<file path="src/rtl/core/ihex_pkg.sv">
// ----------------------------------------------------------------------------
// ihex_pkg
// Shared types, character slot codes and digit helpers for the HEX encoder.
// ----------------------------------------------------------------------------
package ihex_pkg;

    // One classified input item, as queued between front and back.
    typedef struct packed {
        logic        eof;
        logic        hdr;
        logic        trl;
        logic [7:0]  len;
        logic [15:0] addr;
        logic [7:0]  rtype;
        logic [7:0]  data;
        logic [7:0]  csum;
    } cmd_t;

    typedef logic [3:0] slot_t;

    // Character slots of a data record line.
    localparam slot_t SlotColon   = 4'd0;
    localparam slot_t SlotLenHi   = 4'd1;
    localparam slot_t SlotLenLo   = 4'd2;
    localparam slot_t SlotAddr3   = 4'd3;
    localparam slot_t SlotAddr2   = 4'd4;
    localparam slot_t SlotAddr1   = 4'd5;
    localparam slot_t SlotAddr0   = 4'd6;
    localparam slot_t SlotTypeHi  = 4'd7;
    localparam slot_t SlotTypeLo  = 4'd8;
    localparam slot_t SlotDataHi  = 4'd9;
    localparam slot_t SlotDataLo  = 4'd10;
    localparam slot_t SlotCsumHi  = 4'd11;
    localparam slot_t SlotCsumLo  = 4'd12;
    localparam slot_t SlotNewline = 4'd13;

    // Slots of the end-of-file line, other than the colon, that are not '0'.
    localparam slot_t SlotEofOne  = 4'd8;
    localparam slot_t SlotEofF1   = 4'd9;
    localparam slot_t SlotEofF0   = 4'd10;
    localparam slot_t SlotEofLast = 4'd11;

    localparam logic [6:0] ChColon   = 7'h3A;
    localparam logic [6:0] ChZero    = 7'h30;
    localparam logic [6:0] ChOne     = 7'h31;
    localparam logic [6:0] ChF       = 7'h46;
    localparam logic [6:0] ChNewline = 7'h0A;

    function automatic logic [6:0] hex_char(input logic [3:0] nib);
        logic [6:0] ext;
        ext = {3'b000, nib};
        hex_char = (nib < 4'd10) ? (ChZero + ext) : (7'h37 + ext);
    endfunction

    // ":00000001FF" followed by newline
    function automatic logic [6:0] eof_char(input slot_t slot);
        logic [6:0] ch;
        unique case (slot)
            SlotColon:            ch = ChColon;
            SlotEofOne:           ch = ChOne;
            SlotEofF1, SlotEofF0: ch = ChF;
            SlotEofLast:          ch = ChNewline;
            default:              ch = ChZero;
        endcase
        eof_char = ch;
    endfunction

endpackage

</file>
<file path="src/rtl/core/ihex_front.sv">
// ----------------------------------------------------------------------------
// ihex_front
// Accepts input transfers, tracks the open record and its checksum, and
// classifies each item into a command for the character sequencer.
// ----------------------------------------------------------------------------
module ihex_front (
    input  logic               aclk,
    input  logic               aresetn,
    input  logic               in_valid,
    output logic               in_ready,
    input  logic               action,
    input  logic [7:0]         data_byte,
    input  logic [15:0]        record_address,
    input  logic [7:0]         record_length,
    input  logic [7:0]         record_type,
    input  logic               q_full,
    output logic               q_push,
    output ihex_pkg::cmd_t     q_cmd
);

    logic [7:0] bytes_done_reg, bytes_done_next;
    logic [7:0] length_reg,     length_next;
    logic [7:0] csum_reg,       csum_next;

    logic       rec_open;
    logic [7:0] len_eff;
    logic [7:0] len_cur;
    logic [7:0] sum_base;
    logic [7:0] sum_new;
    logic [7:0] done_new;
    logic       closing;

    assign in_ready = !q_full;
    assign q_push   = in_valid && !q_full;

    assign rec_open = (bytes_done_reg != 8'd0);
    assign len_eff  = (record_length == 8'd0) ? 8'd1 : record_length;
    assign len_cur  = rec_open ? length_reg : len_eff;
    assign sum_base = rec_open ? csum_reg
                    : len_eff + record_address[15:8] + record_address[7:0] + record_type;
    assign sum_new  = sum_base + data_byte;
    assign done_new = bytes_done_reg + 8'd1;
    assign closing  = (done_new == len_cur);

    always_comb begin
        q_cmd.eof   = action;
        q_cmd.hdr   = !action && !rec_open;
        q_cmd.trl   = !action && closing;
        q_cmd.len   = len_eff;
        q_cmd.addr  = record_address;
        q_cmd.rtype = record_type;
        q_cmd.data  = data_byte;
        q_cmd.csum  = 8'd0 - sum_new;
    end

    always_comb begin
        bytes_done_next = bytes_done_reg;
        length_next     = length_reg;
        csum_next       = csum_reg;
        if (q_push) begin
            if (action || closing) begin
                bytes_done_next = 8'd0;
                length_next     = 8'd0;
                csum_next       = 8'd0;
            end else begin
                bytes_done_next = done_new;
                length_next     = len_cur;
                csum_next       = sum_new;
            end
        end
    end

    always_ff @(posedge aclk) begin
        if (!aresetn) begin
            bytes_done_reg <= 8'd0;
            length_reg     <= 8'd0;
            csum_reg       <= 8'd0;
        end else begin
            bytes_done_reg <= bytes_done_next;
            length_reg     <= length_next;
            csum_reg       <= csum_next;
        end
    end

endmodule

</file>
<file path="src/rtl/core/ihex_fifo.sv">
// ----------------------------------------------------------------------------
// ihex_fifo
// Small command queue between the front and the character sequencer.
// ----------------------------------------------------------------------------
module ihex_fifo #(
    parameter int Depth = 4
) (
    input  logic               aclk,
    input  logic               aresetn,
    input  logic               push,
    input  ihex_pkg::cmd_t     push_cmd,
    output logic               full,
    input  logic               pop,
    output ihex_pkg::cmd_t     pop_cmd,
    output logic               empty
);

    localparam int PtrW = $clog2(Depth);
    localparam int CntW = $clog2(Depth + 1);
    localparam logic [PtrW-1:0] PtrLast = PtrW'(Depth - 1);
    localparam logic [CntW-1:0] CntFull = CntW'(Depth);

    ihex_pkg::cmd_t  entries_reg [Depth];
    logic [PtrW-1:0] wr_ptr_reg, wr_ptr_next;
    logic [PtrW-1:0] rd_ptr_reg, rd_ptr_next;
    logic [CntW-1:0] count_reg,  count_next;

    assign full    = (count_reg == CntFull);
    assign empty   = (count_reg == '0);
    assign pop_cmd = entries_reg[rd_ptr_reg];

    always_comb begin
        wr_ptr_next = wr_ptr_reg;
        rd_ptr_next = rd_ptr_reg;
        count_next  = count_reg;
        if (push) begin
            wr_ptr_next = (wr_ptr_reg == PtrLast) ? '0 : wr_ptr_reg + 1'b1;
        end
        if (pop) begin
            rd_ptr_next = (rd_ptr_reg == PtrLast) ? '0 : rd_ptr_reg + 1'b1;
        end
        if (push && !pop) begin
            count_next = count_reg + 1'b1;
        end else if (pop && !push) begin
            count_next = count_reg - 1'b1;
        end
    end

    always_ff @(posedge aclk) begin
        if (push) begin
            entries_reg[wr_ptr_reg] <= push_cmd;
        end
    end

    always_ff @(posedge aclk) begin
        if (!aresetn) begin
            wr_ptr_reg <= '0;
            rd_ptr_reg <= '0;
            count_reg  <= '0;
        end else begin
            wr_ptr_reg <= wr_ptr_next;
            rd_ptr_reg <= rd_ptr_next;
            count_reg  <= count_next;
        end
    end

`ifndef SYNTHESIS
    a_count_range: assert property (@(posedge aclk) disable iff (!aresetn)
        count_reg <= CntFull)
        else $error("queue count out of range");

    a_no_pop_empty: assert property (@(posedge aclk) disable iff (!aresetn)
        pop |-> !empty)
        else $error("pop from empty queue");

    a_no_push_full: assert property (@(posedge aclk) disable iff (!aresetn)
        push |-> !full)
        else $error("push into full queue");

    a_ptr_track: assert property (@(posedge aclk) disable iff (!aresetn)
        (count_reg == '0 || count_reg == CntFull) |-> (wr_ptr_reg == rd_ptr_reg))
        else $error("queue pointers disagree with count");
`endif

endmodule

</file>
<file path="src/rtl/core/ihex_back.sv">
// ----------------------------------------------------------------------------
// ihex_back
// Character sequencer: walks the slots of the queue-head command and emits one
// ASCII character per cycle unless stalled, through a registered output stage.
// ----------------------------------------------------------------------------
module ihex_back (
    input  logic               aclk,
    input  logic               aresetn,
    input  logic               q_empty,
    input  ihex_pkg::cmd_t     q_cmd,
    output logic               q_pop,
    output logic               out_valid,
    input  logic               out_ready,
    output logic [6:0]         out_char,
    output logic               out_last
);

    logic                started_reg, started_next;
    ihex_pkg::slot_t     slot_reg,    slot_next;
    logic                valid_reg,   valid_next;
    logic [6:0]          char_reg,    char_next;
    logic                last_reg,    last_next;

    ihex_pkg::slot_t     first_slot;
    ihex_pkg::slot_t     last_slot;
    ihex_pkg::slot_t     cur_slot;
    logic [6:0]          data_ch;
    logic [6:0]          cur_ch;
    logic                emit;
    logic                at_end;

    assign first_slot = (q_cmd.eof || q_cmd.hdr) ? ihex_pkg::SlotColon : ihex_pkg::SlotDataHi;
    assign last_slot  = q_cmd.eof ? ihex_pkg::SlotEofLast
                      : (q_cmd.trl ? ihex_pkg::SlotNewline : ihex_pkg::SlotDataLo);
    assign cur_slot   = started_reg ? slot_reg : first_slot;
    assign at_end     = (cur_slot == last_slot);
    assign emit       = !q_empty && (!valid_reg || out_ready);
    assign q_pop      = emit && at_end;

    always_comb begin
        unique case (cur_slot)
            ihex_pkg::SlotColon:  data_ch = ihex_pkg::ChColon;
            ihex_pkg::SlotLenHi:  data_ch = ihex_pkg::hex_char(q_cmd.len[7:4]);
            ihex_pkg::SlotLenLo:  data_ch = ihex_pkg::hex_char(q_cmd.len[3:0]);
            ihex_pkg::SlotAddr3:  data_ch = ihex_pkg::hex_char(q_cmd.addr[15:12]);
            ihex_pkg::SlotAddr2:  data_ch = ihex_pkg::hex_char(q_cmd.addr[11:8]);
            ihex_pkg::SlotAddr1:  data_ch = ihex_pkg::hex_char(q_cmd.addr[7:4]);
            ihex_pkg::SlotAddr0:  data_ch = ihex_pkg::hex_char(q_cmd.addr[3:0]);
            ihex_pkg::SlotTypeHi: data_ch = ihex_pkg::hex_char(q_cmd.rtype[7:4]);
            ihex_pkg::SlotTypeLo: data_ch = ihex_pkg::hex_char(q_cmd.rtype[3:0]);
            ihex_pkg::SlotDataHi: data_ch = ihex_pkg::hex_char(q_cmd.data[7:4]);
            ihex_pkg::SlotDataLo: data_ch = ihex_pkg::hex_char(q_cmd.data[3:0]);
            ihex_pkg::SlotCsumHi: data_ch = ihex_pkg::hex_char(q_cmd.csum[7:4]);
            ihex_pkg::SlotCsumLo: data_ch = ihex_pkg::hex_char(q_cmd.csum[3:0]);
            default:              data_ch = ihex_pkg::ChNewline;
        endcase
    end

    assign cur_ch = q_cmd.eof ? ihex_pkg::eof_char(cur_slot) : data_ch;

    always_comb begin
        started_next = started_reg;
        slot_next    = slot_reg;
        valid_next   = valid_reg;
        char_next    = char_reg;
        last_next    = last_reg;
        if (emit) begin
            valid_next = 1'b1;
            char_next  = cur_ch;
            last_next  = at_end;
            if (at_end) begin
                started_next = 1'b0;
            end else begin
                started_next = 1'b1;
                slot_next    = cur_slot + 4'd1;
            end
        end else if (out_ready) begin
            valid_next = 1'b0;
        end
    end

    always_ff @(posedge aclk) begin
        if (!aresetn) begin
            started_reg <= 1'b0;
            valid_reg   <= 1'b0;
        end else begin
            started_reg <= started_next;
            valid_reg   <= valid_next;
        end
    end

    always_ff @(posedge aclk) begin
        slot_reg <= slot_next;
        char_reg <= char_next;
        last_reg <= last_next;
    end

    assign out_valid = valid_reg;
    assign out_char  = char_reg;
    assign out_last  = last_reg;

`ifndef SYNTHESIS
    a_started_needs_cmd: assert property (@(posedge aclk) disable iff (!aresetn)
        started_reg |-> !q_empty)
        else $error("sequencer started without a queued command");

    a_slot_in_range: assert property (@(posedge aclk) disable iff (!aresetn)
        started_reg |-> (slot_reg <= last_slot))
        else $error("sequencer slot past end of line");

    a_last_pops: assert property (@(posedge aclk) disable iff (!aresetn)
        q_pop |=> (valid_reg && last_reg && !started_reg))
        else $error("pop without final character");
`endif

endmodule

</file>
<file path="src/rtl/core/intel_hex_record_encoder.sv">
// ----------------------------------------------------------------------------
// intel_hex_record_encoder
// Turns a stream of data bytes into Intel HEX text, one ASCII character per
// output transfer.
// ----------------------------------------------------------------------------
//  channel   dir  tdata                       tuser    tlast
//  s_        in   data/address/length/type    action   -
//  m_        out  character                   -        last_of_run
//
//  One character per cycle unless stalled: a data byte makes 2 characters, plus
//  9 for a record header and 3 for the checksum trailer; end of file makes 12.
//  The character sequencer sets that rate; the front takes one item a cycle
//  until the command queue (QUEUE_DEPTH entries) fills.
//  Reset is synchronous, active low, and closes any open record.
//  m_tready low holds the output register; s_tready drops only on a full queue.
// ----------------------------------------------------------------------------
module intel_hex_record_encoder #(
    parameter int QUEUE_DEPTH = 4
) (
    input  logic        aclk,
    input  logic        aresetn,
    input  logic        s_tvalid,
    output logic        s_tready,
    // [7:0] data_byte, [23:8] record_address, [31:24] record_length,
    // [39:32] record_type
    input  logic [39:0] s_tdata,
    // [0] action
    input  logic [0:0]  s_tuser,
    output logic        m_tvalid,
    input  logic        m_tready,
    // [6:0] character, [7] zero
    output logic [7:0]  m_tdata,
    output logic        m_tlast
);

    ihex_pkg::cmd_t push_cmd;
    ihex_pkg::cmd_t head_cmd;
    logic           q_push;
    logic           q_pop;
    logic           q_full;
    logic           q_empty;
    logic [6:0]     out_char;

    ihex_front u_front (
        .aclk           (aclk),
        .aresetn        (aresetn),
        .in_valid       (s_tvalid),
        .in_ready       (s_tready),
        .action         (s_tuser[0]),
        .data_byte      (s_tdata[7:0]),
        .record_address (s_tdata[23:8]),
        .record_length  (s_tdata[31:24]),
        .record_type    (s_tdata[39:32]),
        .q_full         (q_full),
        .q_push         (q_push),
        .q_cmd          (push_cmd)
    );

    ihex_fifo #(
        .Depth (QUEUE_DEPTH)
    ) u_fifo (
        .aclk     (aclk),
        .aresetn  (aresetn),
        .push     (q_push),
        .push_cmd (push_cmd),
        .full     (q_full),
        .pop      (q_pop),
        .pop_cmd  (head_cmd),
        .empty    (q_empty)
    );

    ihex_back u_back (
        .aclk      (aclk),
        .aresetn   (aresetn),
        .q_empty   (q_empty),
        .q_cmd     (head_cmd),
        .q_pop     (q_pop),
        .out_valid (m_tvalid),
        .out_ready (m_tready),
        .out_char  (out_char),
        .out_last  (m_tlast)
    );

    assign m_tdata = {1'b0, out_char};

endmodule

</file>
<file path="config.mk">
export PLATFORM = sky130hd
export DESIGN_NAME = intel_hex_record_encoder
export DESIGN_NICKNAME = d
export VERILOG_FILES = /design/src/rtl/core/ihex_pkg.sv /design/src/rtl/core/ihex_front.sv /design/src/rtl/core/ihex_fifo.sv /design/src/rtl/core/ihex_back.sv /design/src/rtl/core/intel_hex_record_encoder.sv
export SDC_FILE = /design/constraint.sdc
export NUM_CORES = 1
export LEC_CHECK = 0
export BUFFER_PORTS_ARGS = -buffer_cell sky130_fd_sc_hd__clkbuf_2
export CORE_MARGIN = 2
export CORE_UTILIZATION = 25
export DETAILED_ROUTE_END_ITERATION = 10
export SLEW_MARGIN = 20
export SYNTH_ARGS = -nofsm -noshare
export SYNTH_HDL_FRONTEND = slang
export SYNTH_SLANG_ARGS = --single-unit
</file>
<file path="constraint.sdc">
create_clock -name aclk -period 10.8 [get_ports aclk]
set_input_delay 2.16 -clock aclk [delete_from_list [all_inputs] [get_ports aclk]]
set_output_delay 2.16 -clock aclk [all_outputs]
set_load 0.02 [all_outputs]
</file>
==> qor.yml, run 1 <==
grt_pass1_vias: 7772
pre_cts_ws_ns: 4.59
io_pins: 56
cp_max_fo: 5
worst_clock_skew_ns: 0.00870
drt-total-wl_mm: 31.8
clock_latency_ns: 0.54
drive_above_1_share_pct: 17.9
cts_resized: 0
yosys_warnings: 0
grt_max_degree: 52
ir_drop_v: 0.000121
crit_chain: "clkbuf_2, inv_1, fa_1, fa_1, inv_1, ha_1, fa_1, nand2_1, nand2_1, ha_1, a21o_1, a21oi_1, o21bai_1, a21o_1, xor2_1, nor3_1, xor2_1"
rows: 82
setup_viol: 0
synth_cell_type_count: 72
cpMostUsedCell: "fa_1"
start_util_pct: 25.2
clk_pin_slew_ns: 0.06
synth-seq-cells: 251
seq_area_frac_synth_pct: 57.2
yosysTopAreaCell: "edfxtp_1"
drtIter0Drc: 700
rsz0062_at_grt: "no"
min_path_type: "reg -> reg"
worst_slack_ns: 5.13
path_buf_inv: 3
place_area_sq_um: 13500
post-route-min-period_ns: 5.67
fin_area_sq_um: 14500
crit_arrival_ns: 6.02
max_stage_delay_ns: 0.56
layout_worst_path_cycle_share_pct: 52.5
cts.sinks: 251
cts_buffers: 29
place_hpwl_mm: 22.2
powerDensity_nw_per_um2: 219
max_slew_margin_pct: 39.8
gp_congestion: 0.921
fp.dieW_um: 228
syn_inst: 954
yosys-top-cells-area: "edfxtp_1 52%, mux4_2 9.1%, dfxtp_1 5.6%"
min_from: "u_back.out_valid"
critPathSlowestCell: "fa_1"
end_kind: "register"
ant_nets: 0
drc: 0
cts_hold_buf: 0
fin_tns_setup_ns: 0
final_nets: 1102
synthesis.area_sq_um: 12600
synthFlopType: "edfxtp_1"
hold_viol_final: 0
crit_start: "s_tdata[17]"
h-tree-depth: 1
syn_nets: 1054
dieArea_sq_um: 52100
portBuffers: 54
fillers: 5082
grt_pass1_wl_mm: 48.1
wire_per_inst_um: 18.7
overflow: 0
maxCapViolCount: 0
cts.path.max_buffers: 3
core_area_sq_um: 49900
grt_usage_pct: 12.0
vias: 7874
synth_edf_count: 216
dieHeight_um: 228
fmaxAchievable_ghz: 0.176
critical-path-top-delay-family: "adder cells"
leakage_nw: 5.08
dr.pass1.iters: 5
yosysTopAreaCellShare_pct: 51.6
cts_root_buf: "clkbuf_16"
antenna_found_initial: 4
whs_ns: 0.472
crit_type: "in -> reg"
tritoncts: "built"
post_drt_via_cell_ratio: 4.65
diodes: 0
layout-area-overhead-vs-synth_pct: 15.1
startpoint_type: "input pin"
tightest_slew_ns: 0.902
final_max_slew_viol_count: 0
async_flop_share_pct: 0
outcome: "finished clean"
crit_required_ns: 11.15
postCtsSetupBuffers: 0
syn_area_per_cell_sq_um: 13.2
largest_reg_flops: 204
[worst register-to-register path, delay by kind of cell (launching register included)]
kind	cells	cell delay, ns
AOI/OAI and AO/OA	3	0.50
adders and majority gates	1	0.51
buffers and inverters	1	0.61
DFF	1	0.65
muxes	1	0.65
and+or+nand+nor	5	1.56
[power by group]
part	internal [mW]	total (mW)	switching (mW)
combinational	0.323	0.914	0.591
clock	0.581	0.968	0.387
sequential	1.24	1.29	0.0470
[cells in the final DEF (no fill, tap or decap), drive strengths merged, types with 6 or more instances in the layout]
cell    netlist  routed
a211oi       11      11
a21o         11      11
a21oi        47      47
a32oi         6       6
and2          9       9
and3         17      17
buf          18       8
clkbuf       27      92
clkinv        3      10
dfxtp        35      35
edfxtp      216     216
fa           16      16
ha           39      39
inv          79      82
mux2i         6       6
mux4         51      51
nand2        88      88
nand3        25      25
nand4         7       7
nor2         35      35
nor3         21      21
nor4          7       7
o21a          7       7
o21ai        36      36
o22ai        15      15
o32ai         6       6
or3          11      11
xnor2        38      38
xor2         14      14
[per-layer routing]
layer | routed length, um | global-route usage [%]
met2 | 15000 | 19.7
met5 | 55 | 0
met4 | 726 | 3.00
met1 | 13800 | 16.0
met3 | 2160 | 2.68
[Yosys cell counts, drive strengths merged, types with 3 or more instances]
| cell type | instances |
|---|---|
| inv | 79 |
| mux4 | 51 |
| mux2i | 6 |
| or3 | 11 |
| a21oi | 47 |
| a31oi | 3 |
| o21a | 7 |
| o22ai | 15 |
| nor2b | 4 |
| o211ai | 4 |
| fa | 16 |
| o31ai | 5 |
| nor2 | 35 |
| a31o | 4 |
| nor4 | 7 |
| o21ai | 36 |
| nand2 | 88 |
| a32oi | 6 |
| a21o | 11 |
| xnor2 | 38 |
| o21bai | 4 |
| o32ai | 6 |
| ha | 39 |
| nor4b | 3 |
| clkinv | 3 |
| edfxtp | 216 |
| nand4 | 7 |
| buf | 18 |
| clkbuf | 27 |
| nand3 | 25 |
| and2 | 9 |
| dfxtp | 35 |
| xor2 | 14 |
| and3 | 17 |
| a211oi | 11 |
| nor3 | 21 |
[through the flow]
| step | std cells | utilization (%) | power [mW] |
|---|---|---|---|
| after floorplan | 954 | - | 1.94 |
| after global placement | 1643 | 27.1 | 2.20 |
| after detailed placement | 1643 | 27.1 | 2.22 |
| after CTS | 1695 | 29.0 | 3.19 |
| after global routing | 1695 | 29.0 | 3.33 |
| final | 1695 | 29.0 | 3.17 |
[cell families after synthesis]
logic type      synth area share, %
compound gates                 9.40
simple gates                   9.41
other cells                  0.0298
mux                            9.62
fa+ha+maj                      6.43
flops                          57.2
buf+inv                        4.30
xor+xnor                       3.62
[path summary, 6_finish.rpt]
kind              cells after the start                  endpoint  slack [ns]
hold reg to reg                       2          u_back.out_valid        0.47
hold / removal                        2          u_back.out_valid        0.47
setup / recovery                     17  u_fifo.entries_reg[1][7]        5.13
setup reg to reg                     11        u_back.out_char[1]        6.04
[area by class of cell]
cell class                      instances  area (sq um)  area share, %
Multi-Input combinational cell        576          4840           33.5
Inverter                               82           308           2.13
Timing Repair Buffer                   62           330           2.28
Sequential cell                       251          7190           49.7
Clock buffer                           38           779           5.39
Clock inverter                         14           164           1.13
Tap cell                              672           841           5.82
No activity file was read; power rests on OpenSTA's default activity.
==> inputs of run 2 (changes only) <==
==> constraint.sdc (replaced) <==
create_clock -name aclk -period 5.19 [get_ports aclk]
set_input_delay 1.038 -clock aclk [delete_from_list [all_inputs] [get_ports aclk]]
set_output_delay 1.038 -clock aclk [all_outputs]
set_load 0.02 [all_outputs]
==> qor.yml, run 2 (synthesis gave the netlist of run 1 again) <==
clk_pin_slew_ns: 0.06  # about the same
postCtsSetupBuffers: 0  # unchanged
end_kind: "register"
portBuffers: 54  # unchanged
crit_chain: "clkbuf_2, inv_1, fa_1, fa_1, inv_1, ha_1, fa_1, xnor2_1, o21ai_0, ha_1, a21oi_1, o21bai_1, a21o_1, xor2_1, nor3_1, xor2_1"
wire_per_inst_um: 19.3  # +3.0%
crit_arrival_ns: 4.88  # -1.14 ns
cts.sinks: 251  # unchanged
ant_nets: 0  # unchanged
post_drt_via_cell_ratio: 4.71  # +1.5%
start_util_pct: 25.2  # unchanged
dr.pass1.iters: 5  # unchanged
grt_pass1_wl_mm: 49.9  # +3.7%
drt-total-wl_mm: 32.9  # +3.7%
antenna_found_initial: 4  # unchanged
mostFrequentLayoutCell: "edfxtp_1"
setup_viol: 0  # unchanged
final_cell_mix: "216 x edfxtp_1, 86 x nand2_1, 77 x inv_1, 54 x clkbuf_2, 51 x mux4_2"
outcome: "finished clean"
fp.dieW_um: 228  # unchanged
cts_resized: 0  # unchanged
max_slew_margin_pct: 33.7  # -6.1 points
grt_max_degree: 36  # -31%
drive_above_1_share_pct: 18.6  # +0.68 points
drc: 0  # unchanged
dieHeight_um: 228  # unchanged
place_hpwl_mm: 23.8  # +7.0%
crit_required_ns: 5.54  # -5.61 ns
cts_root_buf: "clkbuf_16"
maxCapViolCount: 0  # unchanged
grt_pass1_vias: 8128  # +4.6%
cts_buffers: 29  # unchanged
cts.path.max_buffers: 3  # unchanged
worst_clock_skew_ns: 0.00656  # -0.00214 ns
powerDensity_nw_per_um2: 454  # +110%
io_pins: 56  # unchanged
cp_max_fo: 5  # unchanged
rsz0062_at_grt: "no"
max_stage_delay_ns: 0.55  # about the same
fmaxAchievable_ghz: 0.221
tritoncts: "built"
critPathSlowestCell: "fa_1"
hold_viol_final: 0  # unchanged
grt_usage_pct: 12.5  # +0.54 points
post-route-min-period_ns: 4.53
fin_area_sq_um: 14500  # +0.33%
core_area_sq_um: 49900  # unchanged
ir_drop_v: 0.000256  # +110%
cpMostUsedCell: "fa_1"
whs_ns: 0.463  # -0.00865 ns
r2r_slack_ns: 0.81  # -5.23 ns
layout_worst_path_cycle_share_pct: 87.3
largest_reg_flops: 204  # unchanged
fillers: 5119  # +0.73%
overflow: 0  # unchanged
rows: 82  # unchanged
drtIter0Drc: 635  # -9.3%
clock_latency_ns: 0.56  # +0.02 ns
layout-area-overhead-vs-synth_pct: 15.4
startpoint_type: "input pin"
vias: 8043  # +2.1%
dieArea_sq_um: 52100  # unchanged
cts_hold_buf: 0  # unchanged
leakage_nw: 5.11  # +0.53%
tightest_slew_ns: 0.994  # +0.0925 ns
final_max_slew_viol_count: 0  # unchanged
diodes: 0  # unchanged
fin_tns_setup_ns: 0  # unchanged
crit_type: "in -> reg"
fin_util_pct: 29.1  # +0.095 points
place_area_sq_um: 13600  # +0.50%
gp_congestion: 0.915  # -0.61%
final_nets: 1111  # +0.82%
h-tree-depth: 1  # unchanged
min_path_type: "reg -> reg"
==> run 2: power breakdown <==
| part | switching (mW) | internal, mW | total (mW) | leakage [nW] |
|---|---|---|---|---|
| clock | 0.827 | 1.15 | 1.98 | 0.446 |
| combinational | 1.25 | 0.684 | 1.93 | 2.39 |
| sequential | 0.0939 | 2.58 | 2.68 | 2.27 |
| total | 2.17 | 4.42 | 6.58 | 5.11 |
==> run 2: path summary, 6_finish.rpt <==
kind              cells after the start                        to                start
setup / recovery                     16  u_fifo.entries_reg[3][7]          s_tdata[17]
hold / removal                        2       u_front.csum_reg[6]  u_front.csum_reg[6]
setup reg to reg                     11        u_back.out_char[1]             register
hold reg to reg                       2       u_front.csum_reg[6]  u_front.csum_reg[6]
==> run 2: cell type report <==
| class | instances | area, sq um | share of cell area, % |
|---|---|---|---|
| Clock inverter | 17 | 158 | 1.09 |
| Sequential cell | 251 | 7190 | 49.6 |
| Timing Repair Buffer | 71 | 398 | 2.74 |
| Inverter | 82 | 308 | 2.12 |
| Tap cell | 672 | 841 | 5.80 |
| Multi-Input combinational cell | 576 | 4840 | 33.4 |
| Clock buffer | 37 | 766 | 5.28 |
==> run 2: per-layer routing <==
metal | wire (um) | part of all wire [%] | GRT usage (%)
met5 | 59 | 0.18 | 0
met3 | 2240 | 6.8 | 3.05
met4 | 983 | 3.0 | 4.41
met2 | 15600 | 47 | 20.4
met1 | 14100 | 43 | 16.2
==> run 2: worst max-delay path, delay by kind of cell <==
family / cells / cell delay (ns)
fa+ha+maj: 5 / 2.04
compound gates: 4 / 0.69
xor+xnor: 3 / 0.62
buf+inv: 3 / 0.26
simple gates: 1 / 0.23
==> run 2: through the flow <==
stage	cells	setup WS [ns]	power (mW)
6_report	1706	0.661	6.58
4_1_cts	1706	0.688	6.64
3_5_place_dp	1652	0.134	4.64
3_3_place_gp	1652	0.177	4.62
2_1_floorplan	954	0.653	4.03
5_1_grt	1706	0.407	6.93
==> inputs of run 3 (changes only) <==
--- a/config.mk
+++ b/config.mk
@@ -6,9 +6,10 @@
 export NUM_CORES = 1
 export LEC_CHECK = 0
 export BUFFER_PORTS_ARGS = -buffer_cell sky130_fd_sc_hd__clkbuf_2
-export CORE_MARGIN = 2
-export CORE_UTILIZATION = 25
+export CORE_UTILIZATION = 56
+export CTS_CLUSTER_DIAMETER = 80
 export DETAILED_ROUTE_END_ITERATION = 10
+export PLACE_DENSITY = 0.76
 export SLEW_MARGIN = 20
 export SYNTH_ARGS = -nofsm -noshare
 export SYNTH_HDL_FRONTEND = slang
==> qor.yml, run 3 (synthesis gave the netlist of run 1 again) <==
outcome: "finished clean"
endpoint: "u_fifo.entries_reg[0][7]"
io_pins: 56  # unchanged
final_nets: 1106  # -0.45%
fin_tns_setup_ns: 0  # unchanged
worst_clock_skew_ns: 0.0108  # +0.00422 ns
postCtsSetupBuffers: 0  # unchanged
drive_above_1_share_pct: 18.2  # -0.36 points
h-tree-depth: 1  # unchanged
crit_type: "in -> reg"
startpoint_type: "input pin"
fp.dieW_um: 152  # -33%
layout-area-overhead-vs-synth_pct: 11.1
fin_util_pct: 63.8  # +35 points
leakage_nw: 5.07  # -0.65%
dieArea_sq_um: 23000  # -56%
dr.pass1.iters: 5  # unchanged
place_hpwl_mm: 20.0  # -16%
rows: 54  # -34%
layout_worst_path_cycle_share_pct: 90.6  # +3.3 points
diodes: 0  # unchanged
mostFrequentLayoutCell: "edfxtp_1"
grt_max_degree: 43  # +19%
antenna_found_initial: 0  # -4
crit_arrival_ns: 5.03  # +0.15 ns
cts.sinks: 251  # unchanged
tritoncts: "built"
final_cell_mix: "216 x edfxtp_1, 86 x nand2_1, 77 x inv_1, 54 x clkbuf_2, 51 x mux4_2"
tightest_slew_ns: 0.704  # -0.290 ns
power_mw: 6.48  # -1.6%
gp_congestion: 0.952  # +4.0%
crit_start: "s_tdata[9]"
ant_nets: 0  # unchanged
cts_buffers: 27  # -6.9%
cts_root_buf: "clkbuf_16"
drt-total-wl_mm: 28.6  # -13%
fmaxAchievable_ghz: 0.213  # -3.7%
max_slew_margin_pct: 51.9  # +18 points
powerDensity_nw_per_um2: 464  # +2.2%
portBuffers: 54  # unchanged
grt_usage_pct: 25.2  # +13 points
whs_ns: 0.473  # +0.0102 ns
clk_pin_slew_ns: 0.06  # about the same
cts_hold_buf: 0  # unchanged
grt_pass1_vias: 7900  # -2.8%
worstReg2RegEnd: "u_back.out_char[1]"
cts_resized: 0  # unchanged
grt_pass1_wl_mm: 44.6  # -11%
overflow: 0  # unchanged
rr_worst_depth: 11  # unchanged
post_drt_via_cell_ratio: 6.14  # +30%
clock_latency_ns: 0.55  # about the same
core_area_sq_um: 21900  # -56%
end_kind: "register"
cts.path.max_buffers: 3  # unchanged
post-route-min-period_ns: 4.70  # +0.173 ns
min_path_type: "reg -> reg"
ir_drop_v: 0.000279  # +9.0%
dieHeight_um: 152  # -33%
start_util_pct: 57.4  # +32 points
final_max_slew_viol_count: 0  # unchanged
wire_per_inst_um: 21.8  # +13%
largest_reg_flops: 204  # unchanged
vias: 8021  # -0.27%
cp_max_fo: 5  # unchanged
rsz0062_at_grt: "no"
r2r_slack_ns: 1.05  # +0.24 ns
crit_required_ns: 5.51  # -0.03 ns
hold_viol_final: 0  # unchanged
drc: 0  # unchanged
maxCapViolCount: 0  # unchanged
setup_viol: 0  # unchanged
drtIter0Drc: 814  # +28%
-- run 3: changes by cell type in the layout (fill, tap and decap cells not counted), sizes merged --
cell / delta
clkbuf: -6
buf: -3
bufinv: +1
clkinv: +1
clkinvlp: +1
inv: -1
-- run 3: worst min-delay path by stage --
stage / start / to / slack, ns / depth (start not counted)
finish: u_front.length_reg[5] / u_front.length_reg[5] / 0.47 / 2
global route: u_front.length_reg[5] / u_front.length_reg[5] / 0.48 / 2
CTS: u_front.csum_reg[6] / u_front.csum_reg[6] / 0.47 / 2
detailed placement: u_front.csum_reg[6] / u_front.csum_reg[6] / 0.45 / 2
global placement: u_front.csum_reg[6] / u_front.csum_reg[6] / 0.45 / 2
floorplan: u_front.csum_reg[6] / u_front.csum_reg[6] / 0.43 / 2
-- run 3: area by class of cell --
type | instances | area, sq um
fillers | 1653 | 7930
flip-flops and latches | 251 | 7190
multi-input cells | 576 | 4840
clock buffers | 31 | 691
repair buffers | 68 | 375
well taps | 280 | 350
inverters | 82 | 308
clock inverters | 19 | 200
-- run 3: layer usage --
metal / share of wire [%] / GRT usage [%] / vias up
li1: - / - / 3695
met5: 0 / 0 / -
met1: 41 / 35.2 / 3941
met2: 48 / 40.2 / 317
met4: 3.5 / 9.24 / 0
met3: 7.0 / 4.08 / 68
-- run 3: worst max-delay path, stage by stage --
cell and delay, ns:
clkbuf_2 0.12, inv_1 0.06, fa_1 0.59, fa_1 0.54, inv_1 0.05, ha_1 0.22, fa_1 0.42, xnor2_1 0.16
o21ai_0 0.22, ha_1 0.31, a21oi_1 0.21, o21bai_1 0.09, a21o_1 0.19, xor2_1 0.18, nor3_1 0.27, xor2_1 0.36
-- run 3: stage by stage --
step           worst slack [ns]  instance area, sq um  std cells
3_3_place_gp              0.179                 13100       1257
6_report                  0.488                 14000       1307
3_5_place_dp             0.0988                 13100       1257
2_1_floorplan             0.653                 12600        954
4_1_cts                   0.591                 14000       1307
5_1_grt                   0.370                 14000       1307
-- run 3: power breakdown --
part	switching, mW	total, mW	internal [mW]
Clock	0.800	1.92	1.12
Sequential	0.100	2.68	2.58
Combinational	1.20	1.88	0.675
Total	2.10	6.48	4.37
